[config.mk]
export PLATFORM = sky130hd
export DESIGN_NAME = sbw_weight
export DESIGN_NICKNAME = d
export VERILOG_FILES = /design/src/design/sbw_pkg.sv /design/src/design/sbw_weight.sv
export SDC_FILE = /design/constraint.sdc
export NUM_CORES = 2
export LEC_CHECK = 0
export BUFFER_PORTS_ARGS = -buffer_cell sky130_fd_sc_hd__buf_2
export CAP_MARGIN = 10
export CORE_MARGIN = 4
export CORE_UTILIZATION = 45
export DETAILED_ROUTE_END_ITERATION = 10
export HOLD_SLACK_MARGIN = 0.03
export REMOVE_ABC_BUFFERS = 1
export SYNTH_ARGS = -nofsm -noshare
export SYNTH_HDL_FRONTEND = slang
export SYNTH_SLANG_ARGS = --single-unit
[constraint.sdc]
create_clock -name i_clk -period 15.8 [get_ports i_clk]
set_input_delay 1.58 -clock i_clk [delete_from_list [all_inputs] [get_ports i_clk]]
set_output_delay 1.58 -clock i_clk [all_outputs]
set_load 0.02 [all_outputs]
[src/design/sbw_pkg.sv]
package sbw_pkg;

    // Frame geometry and field widths.
    localparam int MAX_DIM  = 512;
    localparam int DIM_W    = $clog2(MAX_DIM);   // row and column index
    localparam int SIZE_W   = 10;                // frame height and width registers
    localparam int SPREAD_W = 32;                // inv_spread, unsigned Q8.24
    localparam int SAMP_W   = 16;                // spectrum samples
    localparam int OUT_W    = 48;                // weighted output parts

    // Wrapped frequency and radius.
    localparam int DIFF_W = SIZE_W + 1;          // signed wrapped index
    localparam int SQ_W   = 2 * SIZE_W;          // one squared index
    localparam int R2_W   = SQ_W + 1;            // di^2 + dj^2

    // Exponent path.
    localparam int FRAC_W   = 24;                // Q.24 exponent fraction
    localparam int XLIM_W   = 30;                // x below 64.0 in Q.24
    localparam int X_W      = R2_W + SPREAD_W;   // r2 * inv_spread
    localparam int LOG2E_W  = 31;
    localparam int LOG2E_SH = 30;
    localparam logic [LOG2E_W-1:0] LOG2E_Q30 = 31'd1549082005;
    localparam int YP_W     = XLIM_W + LOG2E_W;  // full product before the shift
    localparam int Y_W      = YP_W - LOG2E_SH;
    localparam int EXPN_W   = Y_W - FRAC_W;      // integer part of the exponent
    localparam logic [EXPN_W-1:0] EXPN_LIMIT = EXPN_W'(62);
    localparam int WGT_PRE_SH = 2;               // Q0.16 times r2 down to Q18.14

    // Exponent fraction table.
    localparam int EXP_TABLE_ENTRIES = 256;
    localparam int EXP_IDX_W = $clog2(EXP_TABLE_ENTRIES);
    localparam int EXP_VAL_W = 16;
    localparam logic [63:0] LN2_Q32 = 64'd2977044472;
    localparam int SERIES_TERMS = 20;

    // Weight and scaling.
    localparam int WPROD_W = R2_W + EXP_VAL_W;
    localparam int WGT_W   = 32;
    localparam int CORR_W  = 2 * SAMP_W + 1;
    localparam int PROD_W  = CORR_W + WGT_W + 1;
    localparam int SCALE_SH = 14;
    localparam int SH_W    = PROD_W - SCALE_SH;
    localparam logic signed [OUT_W-1:0] OUT_MAX = {1'b0, {(OUT_W-1){1'b1}}};
    localparam logic signed [OUT_W-1:0] OUT_MIN = {1'b1, {(OUT_W-1){1'b0}}};

    // Pipeline layout: three front stages, the weight unit, two back stages.
    localparam int NSTG      = 10;
    localparam int WGT_FIRST = 3;
    localparam int WGT_STG   = 5;
    localparam int MUL_STG   = WGT_FIRST + WGT_STG;

    // Configuration registers.
    localparam int CFG_IDX_W  = 2;
    localparam int CFG_DATA_W = 32;
    typedef enum logic [CFG_IDX_W-1:0] {
        CFG_FRAME_HEIGHT = 2'd0,
        CFG_FRAME_WIDTH  = 2'd1,
        CFG_INV_SPREAD   = 2'd2,
        CFG_CORR_MODE    = 2'd3
    } t_cfg_reg;

    typedef struct packed {
        logic        [DIM_W-1:0]  row;
        logic        [DIM_W-1:0]  col;
        logic signed [SAMP_W-1:0] target_re;
        logic signed [SAMP_W-1:0] target_im;
        logic signed [SAMP_W-1:0] pattern_re;
        logic signed [SAMP_W-1:0] pattern_im;
    } t_in_req;

    typedef struct packed {
        logic signed [OUT_W-1:0] out_re;
        logic signed [OUT_W-1:0] out_im;
        logic                    saturated;
    } t_out_rsp;

    typedef logic [EXP_TABLE_ENTRIES-1:0][EXP_VAL_W-1:0] t_exp_tab;

    // Integer division by the small series index, each arm by a constant.
    function automatic logic [63:0] div_small(input logic [63:0] v, input int unsigned n);
        logic [63:0] q;
        case (n)
            1:       q = v;
            2:       q = v / 64'd2;
            3:       q = v / 64'd3;
            4:       q = v / 64'd4;
            5:       q = v / 64'd5;
            6:       q = v / 64'd6;
            7:       q = v / 64'd7;
            8:       q = v / 64'd8;
            9:       q = v / 64'd9;
            10:      q = v / 64'd10;
            11:      q = v / 64'd11;
            12:      q = v / 64'd12;
            13:      q = v / 64'd13;
            14:      q = v / 64'd14;
            15:      q = v / 64'd15;
            16:      q = v / 64'd16;
            17:      q = v / 64'd17;
            18:      q = v / 64'd18;
            19:      q = v / 64'd19;
            20:      q = v / 64'd20;
            default: q = v;
        endcase
        return q;
    endfunction

    // One table entry: 2^-(k/ENTRIES) in Q0.16 from a Taylor series of exp(-a).
    function automatic logic [EXP_VAL_W-1:0] exp_entry(input int unsigned k);
        logic [63:0] a;
        logic [63:0] sum;
        logic [63:0] term;
        logic [63:0] e;
        a    = (64'(k) * LN2_Q32) >> EXP_IDX_W;
        sum  = 64'd1 << 32;
        term = 64'd1 << 32;
        for (int unsigned n = 1; n <= SERIES_TERMS; n++) begin
            term = div_small((term * a) >> 32, n);
            if (n[0]) begin
                sum = sum - term;
            end else begin
                sum = sum + term;
            end
        end
        e = (sum + 64'd32768) >> 16;
        return (e > 64'd65535) ? {EXP_VAL_W{1'b1}} : e[EXP_VAL_W-1:0];
    endfunction

    function automatic t_exp_tab build_exp_tab();
        t_exp_tab t;
        for (int unsigned k = 0; k < EXP_TABLE_ENTRIES; k++) begin
            t[k] = exp_entry(k);
        end
        return t;
    endfunction

    localparam t_exp_tab EXP_TAB = build_exp_tab();

endpackage

[src/design/sbw_weight.sv]
// Radial weight w = r2 * 2^-(r2*inv_spread*log2e), Q18.14, saturated to 32 bits.
// Five register stages; each stage loads when its enable is high.
module sbw_weight (
    input  logic                              i_clk,
    input  logic [sbw_pkg::WGT_STG-1:0]       i_en,
    input  logic [sbw_pkg::R2_W-1:0]          i_r2,
    input  logic [sbw_pkg::SPREAD_W-1:0]      i_inv_spread,
    output logic [sbw_pkg::WGT_W-1:0]         o_w
);

    logic [sbw_pkg::X_W-1:0]       n_x;
    logic                          r_big_a;
    logic [sbw_pkg::XLIM_W-1:0]    r_x_a;
    logic [sbw_pkg::R2_W-1:0]      r_r2_a;

    logic [sbw_pkg::YP_W-1:0]      n_yp;
    logic [sbw_pkg::Y_W-1:0]       n_y;
    logic [sbw_pkg::EXPN_W-1:0]    n_n;
    logic                          r_zero_b;
    logic [sbw_pkg::EXPN_W-1:0]    r_n_b;
    logic [sbw_pkg::EXP_IDX_W-1:0] r_idx_b;
    logic [sbw_pkg::R2_W-1:0]      r_r2_b;

    logic                          r_zero_c;
    logic [sbw_pkg::EXPN_W-1:0]    r_n_c;
    logic [sbw_pkg::EXP_VAL_W-1:0] r_ent_c;
    logic [sbw_pkg::R2_W-1:0]      r_r2_c;

    logic                          r_zero_d;
    logic [sbw_pkg::EXPN_W-1:0]    r_n_d;
    logic [sbw_pkg::WPROD_W-1:0]   r_prod_d;

    logic [sbw_pkg::WPROD_W-1:0]   n_shifted;
    logic [sbw_pkg::WGT_W-1:0]     r_w;

    assign n_x  = sbw_pkg::X_W'(i_r2) * sbw_pkg::X_W'(i_inv_spread);
    assign n_yp = sbw_pkg::YP_W'(r_x_a) * sbw_pkg::YP_W'(sbw_pkg::LOG2E_Q30);
    assign n_y  = n_yp[sbw_pkg::YP_W-1:sbw_pkg::LOG2E_SH];
    assign n_n  = n_y[sbw_pkg::Y_W-1:sbw_pkg::FRAC_W];
    assign n_shifted = (r_prod_d >> r_n_d) >> sbw_pkg::WGT_PRE_SH;

    always_ff @(posedge i_clk) begin
        // x = r2 * inv_spread; anything at or above 64.0 gives a zero weight.
        if (i_en[0]) begin
            r_big_a <= |n_x[sbw_pkg::X_W-1:sbw_pkg::XLIM_W];
            r_x_a   <= n_x[sbw_pkg::XLIM_W-1:0];
            r_r2_a  <= i_r2;
        end
        // Base-2 exponent: integer part shifts, top fraction bits index the table.
        if (i_en[1]) begin
            r_zero_b <= r_big_a || (n_n >= sbw_pkg::EXPN_LIMIT);
            r_n_b    <= n_n;
            r_idx_b  <= n_y[sbw_pkg::FRAC_W-1 -: sbw_pkg::EXP_IDX_W];
            r_r2_b   <= r_r2_a;
        end
        if (i_en[2]) begin
            r_zero_c <= r_zero_b;
            r_n_c    <= r_n_b;
            r_ent_c  <= sbw_pkg::EXP_TAB[r_idx_b];
            r_r2_c   <= r_r2_b;
        end
        if (i_en[3]) begin
            r_zero_d <= r_zero_c;
            r_n_d    <= r_n_c;
            r_prod_d <= sbw_pkg::WPROD_W'(r_r2_c) * sbw_pkg::WPROD_W'(r_ent_c);
        end
        if (i_en[4]) begin
            if (r_zero_d) begin
                r_w <= '0;
            end else if (|n_shifted[sbw_pkg::WPROD_W-1:sbw_pkg::WGT_W]) begin
                r_w <= '1;
            end else begin
                r_w <= n_shifted[sbw_pkg::WGT_W-1:0];
            end
        end
    end

    assign o_w = r_w;

endmodule

; ---- After elaboration in Yosys (flattened, before gate mapping)
; Memory sizes are Yosys's and may differ from the RTL's. A register that Yosys moved wholly into a read port is not among the register bits.
; Index checks and enable logic that the tools add are counted.
[word_totals]
out_inout_bits = 32
ff_bits = 195
memories = 1
word_cells = 24
mem_bits_ro = 4096
[op_classes]
n_reduce_logical = 3
order_cmp = 1
shift = 1
n_mux = 1
mul = 3
[mem_list]
columns = name, words, width, read_ports, rd_clocked_by_memory_dff, wr, line_no
row1 = (no name shown), 256, 16, 1, 1, 0, sbw_weight.sv:59  ; r_ent_c <= sbw_pkg::EXP_TAB[r_idx_b];
[op_table]
columns = cell, count
row1 = multiplier 30 x 31 -> 61 bit (second input constant), 1
row2 = multiplier 21 x 32 -> 53 bit, 1
row3 = multiplier 21 x 16 -> 37 bit, 1
row4 = >> shifter 37 x 7 -> 37 bit, 1
row5 = 2-to-1 mux 32 bit, 1
row6 = OR reduction 23 bit, 1
row7 = >= comparator 7 x 6 -> 1 bit (second input constant), 1
row8 = OR reduction 3 bit, 1
row9 = logical OR 1 bit, 1

; ---- Longest topological paths before layout
[logic_depth]
word_depth = 3
mapped_depth = 27
ltp_nobuf = 27

; ---- Worst setup path after synthesis
; Ideal clock, no wire load.
[synth_timing]
path_kind = input to register
from = in i_r2[6] in the netlist's numbering
to = reg r_big_a (data pin)
setup_slack_ps = 7563
t_arrival_ps = 7964
t_required_ps = 15527
setup_ps = 273
cell_stages = 23
n_path_buf = 2
cell_sequence = clkbuf_1 nand2_1 fa_1 fa_1 fa_1 inv_1 fa_1 fa_1 fa_1 inv_1 fa_1 inv_1 ha_1 buf_2 nand4_2 or4_1 or3_1 o32a_2 nand3_2 a21oi_2 or4_1 a21oi_1 nand4_1
[synth_via]
elab_chain_len = 2
[synth_rtl]
columns = item, line_no
row1 = start: declaration, sbw_weight.sv:6  ; input logic [sbw_pkg::R2_W-1:0] i_r2,
row2 = multiplier 21 x 32 -> 53 bit, sbw_weight.sv:36  ; assign n_x = sbw_pkg::X_W'(i_r2) * sbw_pkg::X_W'(i_inv_spread);
row3 = OR reduction 23 bit, sbw_weight.sv:45  ; r_big_a <= |n_x[sbw_pkg::X_W-1:sbw_pkg::XLIM_W];
row4 = end signal: assignment, sbw_weight.sv:45
row5 = end: declaration, sbw_weight.sv:12  ; logic r_big_a;
; No other way between the ends.
; A chain may end at the register's enable or synchronous reset.

; ---- Final worst setup path
[layout_timing]
from = reg r_x_a[15] in the netlist's numbering
to = reg r_zero_b (data pin)
[layout_via]
elab_chain_len = 3
[layout_rtl]
columns = item, line_no
row1 = start: declaration, sbw_weight.sv:13  ; logic [sbw_pkg::XLIM_W-1:0] r_x_a;
row2 = start signal: assignment, sbw_weight.sv:46  ; r_x_a <= n_x[sbw_pkg::XLIM_W-1:0];
row3 = multiplier 30 x 31 -> 61 bit, sbw_weight.sv:37  ; assign n_yp = sbw_pkg::YP_W'(r_x_a) * sbw_pkg::YP_W'(sbw_pkg::LOG2E_Q30);
row4 = via n_yp (one bit), sbw_weight.sv:16  ; logic [sbw_pkg::YP_W-1:0] n_yp;
row5 = >= comparator 7 x 6 -> 1 bit, sbw_weight.sv:51  ; r_zero_b <= r_big_a || (n_n >= sbw_pkg::EXPN_LIMIT);
row6 = logical OR 1 bit, sbw_weight.sv:51
row7 = end signal: assignment, sbw_weight.sv:51
row8 = end: declaration, sbw_weight.sv:19  ; logic r_zero_b;
; The timed path passes the listed nets, and every way through them passes these cells.

==> results_dict.tcl <==
set metrics [dict create \
    clk_path_buf_depth 3 \
    design_area_mm2 0.06280 \
    startpoint "r_x_a[15]$_DFFE_PP_" \
    worst_pin_slew_ps 1147 \
    fin_skew_ps 30.16 \
    drt_pre_antenna_iters 6 \
    tns_ps 0 \
    crit_path_start_kind "flip-flop" \
    ant_nets 0 \
    final_core_util_pct 47.53 \
    drtIter0Drc 3690 \
    layout_min_cycle_time_ps 8755 \
    outcome "complete, no violations" \
    cap_violations 0 \
    period_share_pct 55.41 \
    seq_area_mm2 0.006246 \
    crit_end "r_zero_b$_DFFE_PP_" \
    antenna_found_initial 4 \
    layout_setup_ws_ps 7045 \
    ys_types 80 \
    grt_overflow_total 0 \
    ioPinCount 91 \
    r2r_slack_ps 7040 \
    fillers 12680 \
    clockRootBuffer "clkbuf_16" \
    postCtsSetupBuffers 0 \
    synthCells 6471 \
    maxSlewViolCount 0 \
    cp.arrival_ps 9090 \
    timing.final.hold_violations 0 \
    ys_seq_area_share_pct 10.38 \
    rows 133 \
    postCtsHoldBufs 0 \
    crit_top_cell "fa_1" \
    cp_top_family "adder cells" \
    die_h_um 373.7 \
    hold_class "flip-flop to flip-flop" \
    avgSynthCellArea_um2 9.298 \
    vias_per_cell 5.529 \
    required_ps 16130 \
    cts_resized 0 \
    syn_area_mm2 0.06017 \
    syn_to_final_growth_pct 4.373 \
    cts.htree.levels 1 \
    critPathMaxStageDelay_ps 840 \
    async_flop_share_pct 0 \
    worst-setup-path-type "flip-flop to flip-flop" \
    grt_pass1_wl_mm 274.6 \
    worstRegToRegCells 21 \
    drive_above_1_share_pct 3.718 \
    grt_max_degree 77 \
    gp_congestion 0.9493 \
    maxSlewHeadroom_pct 23.54 \
    start_util_pct 45.54 \
    regToRegEndpoint "r_zero_b$_DFFE_PP_" \
    cp-end-kind "flip-flop" \
    cts_buffers 27 \
    die_w_um 373.7 \
    port_buffers 90 \
    place_area_mm2 0.06185 \
    crit_chain "inv_1 -> fa_1 -> fa_1 -> fa_1 -> inv_1 -> fa_1 -> fa_1 -> fa_1 -> fa_1 -> fa_1 -> ha_1 -> a21o_1 -> a21o_1 -> a211oi_1 -> o31ai_1 -> nor3_1 -> o31ai_1 -> nor3_1 -> xnor2_1 -> and3_1 -> a311o_1" \
    wl_per_cell_um 21.76 \
    wirelength_mm 175.7 \
    grt_pass1_vias 46580 \
    ys.flop_type "edfxtp_1" \
    track_usage_pct 25.22 \
    finalSetupViolCount 0 \
    multiInputGateArea_mm2 0.04738 \
    drc 0 \
    diodes 0 \
    cts_tree "built" \
    max_freq_mhz 114.2 \
    cp.depth 21 \
    rr_startpoint "r_x_a[15]$_DFFE_PP_" \
    path_clk_slew_ps 60 \
    cp.buffers_inverters 2 \
    ys_seq_elements 208 \
    rsz0062_at_grt "no" \
    clock_latency_ps 610 \
    synth_edf_count 208 \
    core_mm2 0.1321 \
    worst_path_max_delay_cell "nor3_1" \
    yosysWarnings 0 \
    place_hpwl_mm 139.6 \
    crit_fanout 7 \
    via_count 44640 \
    fin_nets 8193 \
    cts_sinks 208 \
    die_area_mm2 0.1396 \
    dp_slack_ps 6686 \
]
==> synthesized netlist by cell type (all sizes together) (22+ instances only) <==
cell	count	share of area, %
a211oi	44	0.55
a21o	69	0.86
a21oi	238	2.0
a31oi	48	0.50
and2	617	6.4
buf	35	0.23
clkbuf	290	1.8
edfxtp	208	10
fa	1183	39
ha	651	14
inv	1412	8.8
mux2i	34	0.57
mux4	26	0.97
nand2	633	3.9
nand2b	29	0.30
nand3	60	0.51
nand4	32	0.34
nor2	185	1.2
nor2b	25	0.26
nor3	50	0.42
o211ai	31	0.39
o21ai	199	1.7
o22ai	22	0.23
xnor2	64	0.93
xor2	29	0.42
==> placed cells by master (no fill, tap or decap), types with 17 or more instances in the layout <==
cell       count
inv_1       1411
fa_1        1183
ha_1         651
nand2_1      633
and2_1       617
a21oi_1      236
edfxtp_1     208
nor2_1       185
o21ai_0      185
buf_2         90
a21o_1        69
xnor2_1       64
nand3_1       59
nor3_1        50
a31oi_1       48
a211oi_1      44
buf_4         35
mux2i_1       34
nand4_1       31
o211ai_1      31
nand2b_1      29
xor2_1        29
clkbuf_16     27
mux4_2        26
nor2b_1       25
o22ai_1       22
and3_1        21
a311oi_1      18
o21bai_1      17
==> worst min path at each step <==
stage	startpoint	end	slack (ps)	cells past startpoint
4_1_cts	r_r2_b[11]$_DFFE_PP_	r_r2_c[11]$_DFFE_PP_	420	0
3_5_place_dp	r_r2_b[0]$_DFFE_PP_	r_r2_c[0]$_DFFE_PP_	400	0
6_report	r_r2_b[11]$_DFFE_PP_	r_r2_c[11]$_DFFE_PP_	420	0
5_1_grt	r_r2_b[12]$_DFFE_PP_	r_r2_c[12]$_DFFE_PP_	420	0
3_3_place_gp	r_r2_b[1]$_DFFE_PP_	r_r2_c[1]$_DFFE_PP_	400	0
2_1_floorplan	r_n_b[0]$_DFFE_PP_	r_n_c[0]$_DFFE_PP_	400	0
==> logic make-up (layout without fill, tap and decap cells) <==
logic type,after synthesis,count (layout),synth area share (%)
buffers and inverters,1741,1590,10.88
AOI/OAI and AO/OA,827,827,8.695
xor gates and xnor gates,93,93,1.354
muxes,66,66,1.651
adders and majority gates,1835,1835,52.92
DFF,208,208,10.38
and+or+nand+nor,1701,1701,14.12
==> flip-flops by register name, indices dropped and copies added (netlist names) <==
register and count:
o_w 32, r_big_a 1, r_ent_c 15, r_idx_b 8, r_n_b 7, r_n_c 7
r_n_d 7, r_prod_d 35, r_r2_a 21, r_r2_b 21, r_r2_c 21, r_x_a 30
r_zero_b 1, r_zero_c 1, r_zero_d 1
==> per-stage QoR <==
step / cells / hold slack (ps)
5_1_grt: 8075 / 417.9
6_report: 8075 / 415.6
3_3_place_gp: 8026 / 402.1
3_5_place_dp: 8026 / 404.5
4_1_cts: 8075 / 417.1
2_1_floorplan: 6146 / 400.3
==> per-layer routing <==
metal | share of wire [%] | global-route usage [%] | vias up
met1 | 43 | 35.62 | 22910
li1 | - | - | 19870
met5 | 0 | 0 | -
met2 | 46 | 40.40 | 1558
met3 | 6.7 | 3.275 | 301
met4 | 3.9 | 8.291 | 0
==> layout make-up <==
cell class	instances	area share (%)
Multi-Input combinational cell	4522	75.44
Tap cell	1755	3.497
Sequential cell	208	9.946
Timing Repair Buffer	125	1.136
Clock buffer	30	1.094
Clock inverter	19	0.4204
Inverter	1416	8.464
==> worst register-to-register path, cell delays in order (launching register included) <==
cell and delay (ps):
edfxtp_1 830, inv_1 170, fa_1 580, fa_1 520
fa_1 510, inv_1 50, fa_1 450, fa_1 620
fa_1 480, fa_1 530, fa_1 430, ha_1 340
a21o_1 190, a21o_1 170, a211oi_1 240, o31ai_1 90
nor3_1 840, o31ai_1 410, nor3_1 390, xnor2_1 140
and3_1 160, a311o_1 350
Power is left out: the tool's default activity adds up to more than one toggle a clock period on the data nets, which glitch-free logic cannot reach.
